File: src/tapp_pkg.sv
// ----------------------------------------------------------------------------
// tapp_pkg: shared types and constants for the three-axis pose PID unit
// Holds register indexes, reset values, the sequencer states and the
// serial multiplier handshake structs and the sat32 saturation function.
// ----------------------------------------------------------------------------
package tapp_pkg;

   localparam int unsigned DataWidth = 32;
   localparam int unsigned LimWidth  = 31;
   localparam int unsigned CntWidth  = 5;

   localparam logic [2:0] CSR_KP        = 3'd0;
   localparam logic [2:0] CSR_KI        = 3'd1;
   localparam logic [2:0] CSR_KD_OVER_DT = 3'd2;
   localparam logic [2:0] CSR_PERIOD_DT = 3'd3;
   localparam logic [2:0] CSR_MAX_INT_LIN = 3'd4;
   localparam logic [2:0] CSR_MAX_INT_ANG = 3'd5;
   localparam logic [2:0] CSR_MAX_DEV_LIN = 3'd6;
   localparam logic [2:0] CSR_MAX_DEV_ANG = 3'd7;

   localparam logic [31:0] KP_RST        = 32'd300647710;
   localparam logic [31:0] KI_RST        = 32'd4294967;
   localparam logic [31:0] KD_RST        = 32'd4294967;
   localparam logic [31:0] DT_RST        = 32'd42949673;
   localparam logic [30:0] MAX_INT_LIN_RST = 31'd13107200;
   localparam logic [30:0] MAX_INT_ANG_RST = 31'd205887;
   localparam logic [30:0] MAX_DEV_LIN_RST = 31'd19660800;
   localparam logic [30:0] MAX_DEV_ANG_RST = 31'd205887;

   typedef enum logic [2:0] {
      ST_IDLE,
      ST_ERR,
      ST_MUL_I,
      ST_ACC,
      ST_MUL_P,
      ST_MUL_K,
      ST_MUL_D,
      ST_DONE
   } state_type;

   typedef struct packed {
      logic        start;
      logic [31:0] coef;
      logic signed [31:0] value;
   } mul_req_type;

   typedef struct packed {
      logic              busy;
      logic              done;
      logic signed [31:0] result;
   } mul_rsp_type;

   function automatic logic signed [31:0] sat32(input logic signed [34:0] v);
      logic signed [31:0] r;
      if (v > 35'sh0_7FFF_FFFF) begin
         r = 32'sh7FFF_FFFF;
      end else if (v < -35'sh0_8000_0000) begin
         r = 32'sh8000_0000;
      end else begin
         r = v[31:0];
      end
      return r;
   endfunction

endpackage

File: src/tapp_serial_mul.sv
// ----------------------------------------------------------------------------
// tapp_serial_mul: bit-serial Q0.32 by Q16.16 multiplier with rounding
// Scans the unsigned coefficient one bit per cycle, LSB first, adding the
// signed operand into a shifting partial sum; result rounded half up.
// ----------------------------------------------------------------------------
module tapp_serial_mul
   import tapp_pkg::*;
(
   input  logic        clock,
   input  logic        reset,
   input  mul_req_type req,
   output mul_rsp_type rsp
);

   // acc holds the upper partial product; low bits shift out into lo
   logic signed [33:0] acc_ff, acc_in;
   logic [31:0]        lo_ff, lo_in;
   logic [31:0]        coef_ff, coef_in;
   logic signed [31:0] val_ff, val_in;
   logic [CntWidth:0]  cnt_ff, cnt_in;
   logic               busy_ff, busy_in;
   logic               done_ff, done_in;
   logic signed [31:0] res_ff, res_in;

   logic signed [33:0] sum;
   logic signed [33:0] rnd;

   always_comb begin
      acc_in  = acc_ff;
      lo_in   = lo_ff;
      coef_in = coef_ff;
      val_in  = val_ff;
      cnt_in  = cnt_ff;
      busy_in = busy_ff;
      done_in = 1'b0;
      res_in  = res_ff;
      sum = acc_ff + (coef_ff[0] ? {{2{val_ff[31]}}, val_ff} : 34'sd0);
      // product / 2^32 rounded: high part plus bit 31 of low part
      rnd = acc_ff + {33'd0, lo_ff[31]};
      if (req.start) begin
         acc_in  = '0;
         lo_in   = '0;
         coef_in = req.coef;
         val_in  = req.value;
         cnt_in  = '0;
         busy_in = 1'b1;
      end else if (busy_ff) begin
         if (cnt_ff == (CntWidth + 1)'(DataWidth)) begin
            busy_in = 1'b0;
            done_in = 1'b1;
            res_in  = rnd[31:0];
         end else begin
            // arithmetic shift right one, bit falls into lo
            acc_in  = sum >>> 1;
            lo_in   = {sum[0], lo_ff[31:1]};
            coef_in = coef_ff >> 1;
            cnt_in  = cnt_ff + 1'b1;
         end
      end
   end

   always_ff @(posedge clock) begin
      if (reset) begin
         busy_ff <= 1'b0;
         done_ff <= 1'b0;
         cnt_ff  <= '0;
      end else begin
         busy_ff <= busy_in;
         done_ff <= done_in;
         cnt_ff  <= cnt_in;
      end
      acc_ff  <= acc_in;
      lo_ff   <= lo_in;
      coef_ff <= coef_in;
      val_ff  <= val_in;
      res_ff  <= res_in;
   end

   assign rsp.busy   = busy_ff;
   assign rsp.done   = done_ff;
   assign rsp.result = res_ff;

endmodule

File: src/three_axis_pose_pid_unit.sv
// ----------------------------------------------------------------------------
// three_axis_pose_pid_unit: PID controller on x, y and heading
// Each of the three axes runs an error step, a start step, four passes of
// the bit-serial multiplier and a write-back step. The input stalls while
// a transaction is in flight, so the next one is accepted only once idle.
// Output register frees the next transaction while a result waits; only a
// result still waiting when the next one finishes holds the unit.
// Synchronous reset loads register defaults, clears integrals and previous errors.
// ----------------------------------------------------------------------------
module three_axis_pose_pid_unit
   import tapp_pkg::*;
(
   input  logic               clock,
   input  logic               reset,
   input  logic               req_valid,
   output logic               req_stall,
   input  logic signed [31:0] req_sp_x,
   input  logic signed [31:0] req_sp_y,
   input  logic signed [31:0] req_sp_heading,
   input  logic signed [31:0] req_cur_x,
   input  logic signed [31:0] req_cur_y,
   input  logic signed [31:0] req_cur_heading,
   output logic               rsp_valid,
   input  logic               rsp_stall,
   output logic signed [31:0] rsp_corr_x,
   output logic signed [31:0] rsp_corr_y,
   output logic signed [31:0] rsp_corr_heading,
   output logic               rsp_deviation_warn,
   input  logic               csr_write,
   input  logic [2:0]         csr_index,
   input  logic [31:0]        csr_data
);

   logic [31:0] kp_ff, ki_ff, kd_ff, dt_ff;
   logic [30:0] mil_ff, mia_ff, mdl_ff, mda_ff;

   always_ff @(posedge clock) begin
      if (reset) begin
         kp_ff  <= KP_RST;
         ki_ff  <= KI_RST;
         kd_ff  <= KD_RST;
         dt_ff  <= DT_RST;
         mil_ff <= MAX_INT_LIN_RST;
         mia_ff <= MAX_INT_ANG_RST;
         mdl_ff <= MAX_DEV_LIN_RST;
         mda_ff <= MAX_DEV_ANG_RST;
      end else if (csr_write) begin
         unique case (csr_index)
            CSR_KP:          kp_ff  <= csr_data;
            CSR_KI:          ki_ff  <= csr_data;
            CSR_KD_OVER_DT:  kd_ff  <= csr_data;
            CSR_PERIOD_DT:   dt_ff  <= csr_data;
            CSR_MAX_INT_LIN: mil_ff <= csr_data[30:0];
            CSR_MAX_INT_ANG: mia_ff <= csr_data[30:0];
            CSR_MAX_DEV_LIN: mdl_ff <= csr_data[30:0];
            CSR_MAX_DEV_ANG: mda_ff <= csr_data[30:0];
            default: ;
         endcase
      end
   end

   state_type state_ff, state_in;
   logic [1:0] axis_ff, axis_in;
   logic signed [31:0] sp_ff [3];
   logic signed [31:0] cur_ff [3];
   logic signed [31:0] integ_ff [3];
   logic signed [31:0] prev_ff [3];
   logic signed [31:0] corr_ff [3];
   logic signed [31:0] out_x_ff, out_y_ff;
   logic               out_warn_ff;
   logic               warn_ff, warn_in;
   logic signed [31:0] e_ff, e_in, d_ff, d_in;
   logic signed [34:0] sum_ff, sum_in;
   logic               out_valid_ff, out_valid_in;
   logic               ld_in, integ_we, prev_we, corr_we, out_we;
   logic signed [31:0] integ_new;

   mul_req_type mreq;
   mul_rsp_type mrsp;

   tapp_serial_mul u_mul (
      .clock (clock),
      .reset (reset),
      .req   (mreq),
      .rsp   (mrsp)
   );

   logic signed [32:0] raw;
   logic [32:0]        mag;
   logic [30:0]        lim_dev, lim_int;
   logic signed [33:0] acc_sum;

   assign raw     = {sp_ff[axis_ff][31], sp_ff[axis_ff]} - {cur_ff[axis_ff][31], cur_ff[axis_ff]};
   assign mag     = raw[32] ? 33'(-raw) : 33'(raw);
   assign lim_dev = (axis_ff == 2'd2) ? mda_ff : mdl_ff;
   assign lim_int = (axis_ff == 2'd2) ? mia_ff : mil_ff;
   assign acc_sum = {{2{integ_ff[axis_ff][31]}}, integ_ff[axis_ff]}
                  + {{2{mrsp.result[31]}}, mrsp.result};

   always_comb begin
      if (acc_sum > $signed({3'b000, lim_int})) begin
         integ_new = {1'b0, lim_int};
      end else if (acc_sum < -$signed({3'b000, lim_int})) begin
         integ_new = -$signed({1'b0, lim_int});
      end else begin
         integ_new = acc_sum[31:0];
      end
   end

   assign req_stall = (state_ff != ST_IDLE);

   always_comb begin
      state_in     = state_ff;
      axis_in      = axis_ff;
      warn_in      = warn_ff;
      e_in         = e_ff;
      d_in         = d_ff;
      sum_in       = sum_ff;
      out_valid_in = out_valid_ff;
      ld_in        = 1'b0;
      integ_we     = 1'b0;
      prev_we      = 1'b0;
      corr_we      = 1'b0;
      out_we       = 1'b0;
      mreq.start   = 1'b0;
      mreq.coef    = dt_ff;
      mreq.value   = e_ff;
      if (out_valid_ff && !rsp_stall) begin
         out_valid_in = 1'b0;
      end
      unique case (state_ff)
         ST_IDLE: begin
            if (req_valid && !req_stall) begin
               ld_in    = 1'b1;
               axis_in  = 2'd0;
               warn_in  = 1'b0;
               state_in = ST_ERR;
            end
         end
         ST_ERR: begin
            if (mag > {2'b00, lim_dev}) begin
               warn_in = 1'b1;
            end
            e_in = sat32(35'(raw));
            // derivative uses the saturated error
            d_in = sat32(35'(sat32(35'(raw))) - 35'(prev_ff[axis_ff]));
            state_in = ST_MUL_I;
         end
         ST_MUL_I: begin
            mreq.start = 1'b1;
            mreq.coef  = dt_ff;
            state_in   = ST_ACC;
         end
         ST_ACC: begin
            if (mrsp.done) begin
               integ_we   = 1'b1;
               prev_we    = 1'b1;
               mreq.start = 1'b1;
               mreq.coef  = kp_ff;
               mreq.value = e_ff;
               state_in   = ST_MUL_P;
            end
         end
         ST_MUL_P: begin
            if (mrsp.done) begin
               sum_in     = 35'(mrsp.result);
               mreq.start = 1'b1;
               mreq.coef  = ki_ff;
               mreq.value = integ_ff[axis_ff];
               state_in   = ST_MUL_K;
            end
         end
         ST_MUL_K: begin
            if (mrsp.done) begin
               sum_in     = sum_ff + 35'(mrsp.result);
               mreq.start = 1'b1;
               mreq.coef  = kd_ff;
               mreq.value = d_ff;
               state_in   = ST_MUL_D;
            end
         end
         ST_MUL_D: begin
            if (mrsp.done) begin
               sum_in   = sum_ff + 35'(mrsp.result);
               state_in = ST_DONE;
            end
         end
         ST_DONE: begin
            if (axis_ff != 2'd2) begin
               corr_we  = 1'b1;
               axis_in  = axis_ff + 1'b1;
               state_in = ST_ERR;
            end else if (!out_valid_ff || !rsp_stall) begin
               // hold here until the previous transaction leaves the output
               corr_we      = 1'b1;
               out_we       = 1'b1;
               out_valid_in = 1'b1;
               state_in     = ST_IDLE;
            end
         end
         default: state_in = ST_IDLE;
      endcase
   end

   always_ff @(posedge clock) begin
      if (reset) begin
         state_ff     <= ST_IDLE;
         out_valid_ff <= 1'b0;
         for (int i = 0; i < 3; i++) begin
            integ_ff[i] <= '0;
            prev_ff[i]  <= '0;
         end
      end else begin
         state_ff     <= state_in;
         out_valid_ff <= out_valid_in;
         if (integ_we) integ_ff[axis_ff] <= integ_new;
         if (prev_we)  prev_ff[axis_ff]  <= e_ff;
      end
      axis_ff <= axis_in;
      warn_ff <= warn_in;
      e_ff    <= e_in;
      d_ff    <= d_in;
      sum_ff  <= sum_in;
      if (ld_in) begin
         sp_ff[0]  <= req_sp_x;
         sp_ff[1]  <= req_sp_y;
         sp_ff[2]  <= req_sp_heading;
         cur_ff[0] <= req_cur_x;
         cur_ff[1] <= req_cur_y;
         cur_ff[2] <= req_cur_heading;
      end
      if (corr_we) corr_ff[axis_ff] <= sat32(sum_ff);
      if (out_we) begin
         out_x_ff    <= corr_ff[0];
         out_y_ff    <= corr_ff[1];
         out_warn_ff <= warn_ff;
      end
   end

   assign rsp_valid          = out_valid_ff;
   assign rsp_corr_x         = out_x_ff;
   assign rsp_corr_y         = out_y_ff;
   assign rsp_corr_heading   = corr_ff[2];
   assign rsp_deviation_warn = out_warn_ff;

endmodule

File: config.mk
export PLATFORM = sky130hd
export DESIGN_NAME = three_axis_pose_pid_unit
export DESIGN_NICKNAME = d
export VERILOG_FILES = /design/src/tapp_pkg.sv /design/src/tapp_serial_mul.sv /design/src/three_axis_pose_pid_unit.sv
export SDC_FILE = /design/constraint.sdc
export NUM_CORES = 2
export LEC_CHECK = 0
export BUFFER_PORTS_ARGS = -buffer_cell sky130_fd_sc_hd__buf_2
export CAP_MARGIN = 20
export CELL_PAD_IN_SITES_DETAIL_PLACEMENT = 1
export CELL_PAD_IN_SITES_GLOBAL_PLACEMENT = 1
export CORE_UTILIZATION = 45
export DETAILED_ROUTE_END_ITERATION = 8
export PLACE_DENSITY = 0.83
export SYNTH_ARGS = -nofsm -noshare
export SYNTH_HDL_FRONTEND = slang
export SYNTH_SLANG_ARGS = --single-unit
File: constraint.sdc
create_clock -name clock -period 14.85 [get_ports clock]
set_input_delay 2.2275 -clock clock [delete_from_list [all_inputs] [get_ports clock]]
set_output_delay 2.2275 -clock clock [all_outputs]
set_load 0.02 [all_outputs]
==> out/metrics.yaml <==
status:
  status: "complete, but fails checks"
  violations: "design-rule violations"
clock_tree:
  cts_hold_buf: 0
  clkLatencyLatePin_ns: 0.76
  clk_pin_slew_ns: 0.06
  clock-sinks: 1107
  cts_setup_buffers: 0
  cts_max_level: 3
  cts_buffer_depth: 3
  root_buffer: "clkbuf_16"
  cts_buffers: 116
  cts_resized: 0
  cts_tree: "yes"
setup_path:
  critical_path.most_common_cell: "o21ai_0"
  worst_path_max_delay_cell: "dfxtp_4"
  r2r_end: "d_ff[19]"
  required_ns: 15.30
  start_kind: "flop"
  ff2ff_setup_slack_ns: 4.16
  worstPathMaxFanout: 76
  critPathMaxStageDelay_ns: 0.85
  crit_type: "reg2reg"
  end_kind: "flop"
  cp.arrival_ns: 11.14
  r2r_cells: 33
power:
  ir_drop_uv: 154
  p_switching_mw: 5.65
  internal-power_mw: 8.02
  swShare: 0.413
  seqPwrFrac: 0.307
  p_leak_nw: 24.5
  cellPowerDensity_nw_per_um2: 215
  p_total_mw: 13.7
  pwr-share-comb: 0.465
  clkPwrFrac: 0.228
layout:
  ff_latch_area_um2: 30300
  fillers: 13400
  layout_common_cells: "845 x nand2_1, 807 x edfxtp_1, 438 x a21oi_1, 353 x nor2_1, 329 x buf_2"
  multi_input_area_um2: 24500
  nNetsFinal: 5995
  drive_gt1_frac: 0.135
  final_common_cell: "nand2_1"
  layoutNonFillerInstCount: 7244
  area_growth_pct: 12.8
global_routing:
  grt_max_degree: 193
  grt_pass1_wl_um: 264000
  met3_usage: 0.0421
  grtUsageMet1: 0.342
  gr-usage-all-layers: 0.269
  grt-ovfl-total: 0
  top_usage_layer: "met2"
  grt_antenna_before_repair: 12
  gr-usage-met2: 0.459
  grt_pass1_vias: 44700
die:
  dieArea_um2: 127000
  core_um2: 124000
  die-width_um: 356
  row_count: 129
  die_h_um: 356
  initial_core_util: 0.455
  ioPinCount: 331
synthesis:
  ys.flop_type: "edfxtp_1"
  yosysWarnings: 0
  syn-mean-instance-area_um2: 10.6
  syn_nets: 5803
  yosysUniqueCellTypes: 92
  synth_top_cell_by_area: "edfxtp_1"
  synth_cells: 5307
  synth-async-reset-ratio: 0
  synth_edf_count: 807
  ys_ff_latch: 1107
  ys_seq_area_frac: 0.536
  synth_top_area_share: 0.430
  synth.area.top_cells: "edfxtp_1 43%, dfxtp_1 11%, ha_1 5.7%"
  synth_area_um2: 56400
sta:
  holdWs_ns: 0.418
  slew_viol_final: 0
  rsz0062_at_grt: "no"
  slew_headroom: 0.223
  worst_pin_slew_ns: 1.17
  period_needed_ns: 10.69
  clock_skew_ns: 0.0409
  period_share: 0.720
  setup_tns_ns: 0
  clock.fmax_mhz: 93.5
  hold_viol: 0
  setup_violations: 0
min_path:
  min_to: "rsp_corr_y[22]"
  hp-class: "reg2reg"
  hold_depth: 0
  min-delay-start: "corr_ff[1][22]"
placement:
  dp_hpwl_um: 121000
  post-place-cells: 7016
  portBuffers: 330
  place.gp.congestion: 0.912
run:
  drv_cap: 0
route:
  wirelength_um: 173000
  drt_iter0_drc: 3678
  via_per_inst: 5.91
  ant_nets: 0
  drc: 44
  wl_per_cell_um: 23.9
  dr.pass1.iters: 9
  vias: 42800
## worst max-delay path: cells and delay by family, from the launching register on
family                     cells  cell delay (ns)
buffers and inverters          2             1.22
DFF                            1             0.85
AOI/OAI and AO/OA             17             4.12
and+or+nand+nor                7             2.05
muxes                          2             0.49
adders and majority gates      5             1.51
## cell families after synthesis
kind of cell,count (synthesis),share of synthesized area
AO/OA/AOI/OAI,1131,0.121
XOR/XNOR,232,0.0363
adder cells (fa/ha/maj),278,0.0617
buffers and inverters,460,0.0319
flip-flops,1107,0.536
multiplexers,281,0.0647
AND/OR/NAND/NOR,1818,0.148
## metal layers
| metal | share of wire | up-vias | routed length (um) |
|---|---|---|---|
| met1 | 0.41 | 21400 | 70800 |
| met2 | 0.49 | 1497 | 85100 |
| li1 | - | 19500 | - |
| met5 | 0.00013 | - | 22 |
| met3 | 0.066 | 320 | 11400 |
| met4 | 0.036 | 4 | 6170 |
## synth_stat cells (all sizes together), types with 81 or more instances
| cell type | number |
|---|---|
| clkbuf | 272 |
| ha | 259 |
| a21oi | 441 |
| dfxtp | 300 |
| nand2 | 853 |
| xor2 | 81 |
| edfxtp | 807 |
| mux2i | 194 |
| and3 | 136 |
| o21ai | 288 |
| xnor2 | 151 |
| nor2 | 366 |
| inv | 145 |
## layout make-up
| cell class | instances | area share |
|---|---|---|
| Sequential cell | 1107 | 0.476 |
| Multi-Input combinational cell | 3740 | 0.386 |
| Clock buffer | 157 | 0.0515 |
| Timing Repair Buffer | 389 | 0.0335 |
| Tap cell | 1637 | 0.0322 |
| Clock inverter | 62 | 0.0127 |
| Inverter | 145 | 0.00858 |
| Antenna cell | 7 | 0.000275 |
## per-stage QoR
stage	utilization	setup slack, ns	cell area (um^2)
3_3_place_gp	0.480	4.71	59500
5_1_grt	0.513	3.44	63600
4_1_cts	0.513	4.27	63500
3_5_place_dp	0.480	4.33	59500
2_1_floorplan	-	3.94	56400
6_report	0.513	4.16	63600
## power by group through the flow
stage / registers, mW / clock network, mW / logic (mW)
after floorplan: 4.11 / 0 / 4.43
after global placement: 4.23 / 0 / 5.93
after detailed placement: 4.26 / 0 / 6.16
after CTS: 4.20 / 3.15 / 6.23
after global routing: 4.23 / 3.26 / 6.87
final: 4.20 / 3.11 / 6.35
## worst max path at each step
stage / startpoint / to / slack, ns / depth (start not counted)
after floorplan: req_valid / cur_ff[0][0] / 3.94 / 2
after global placement: flop / d_ff[24] / 4.71 / 34
final: flop / d_ff[19] / 4.16 / 33
after detailed placement: flop / d_ff[15] / 4.33 / 33
after CTS: flop / d_ff[17] / 4.27 / 33
after global routing: flop / integ_ff[1][1] / 3.44 / 32
## flip-flops by register name, summed over array words and instances (netlist names), 3 cells and up, named ones only
signal,count
mda_ff,31
mil_ff,31
cur_ff,96
mia_ff,31
u_mul.acc_ff,33
u_mul.val_ff,32
prev_ff,128
ki_ff,32
mdl_ff,31
state_ff,3
kd_ff,32
u_mul.cnt_ff,6
rsp_corr_x,32
corr_ff,96
u_mul.res_ff,32
u_mul.coef_ff,32
kp_ff,32
sum_ff,35
d_ff,32
integ_ff,128
dt_ff,32
e_ff,32
sp_ff,96
rsp_corr_y,32
(Power assumes the default switching activity.)
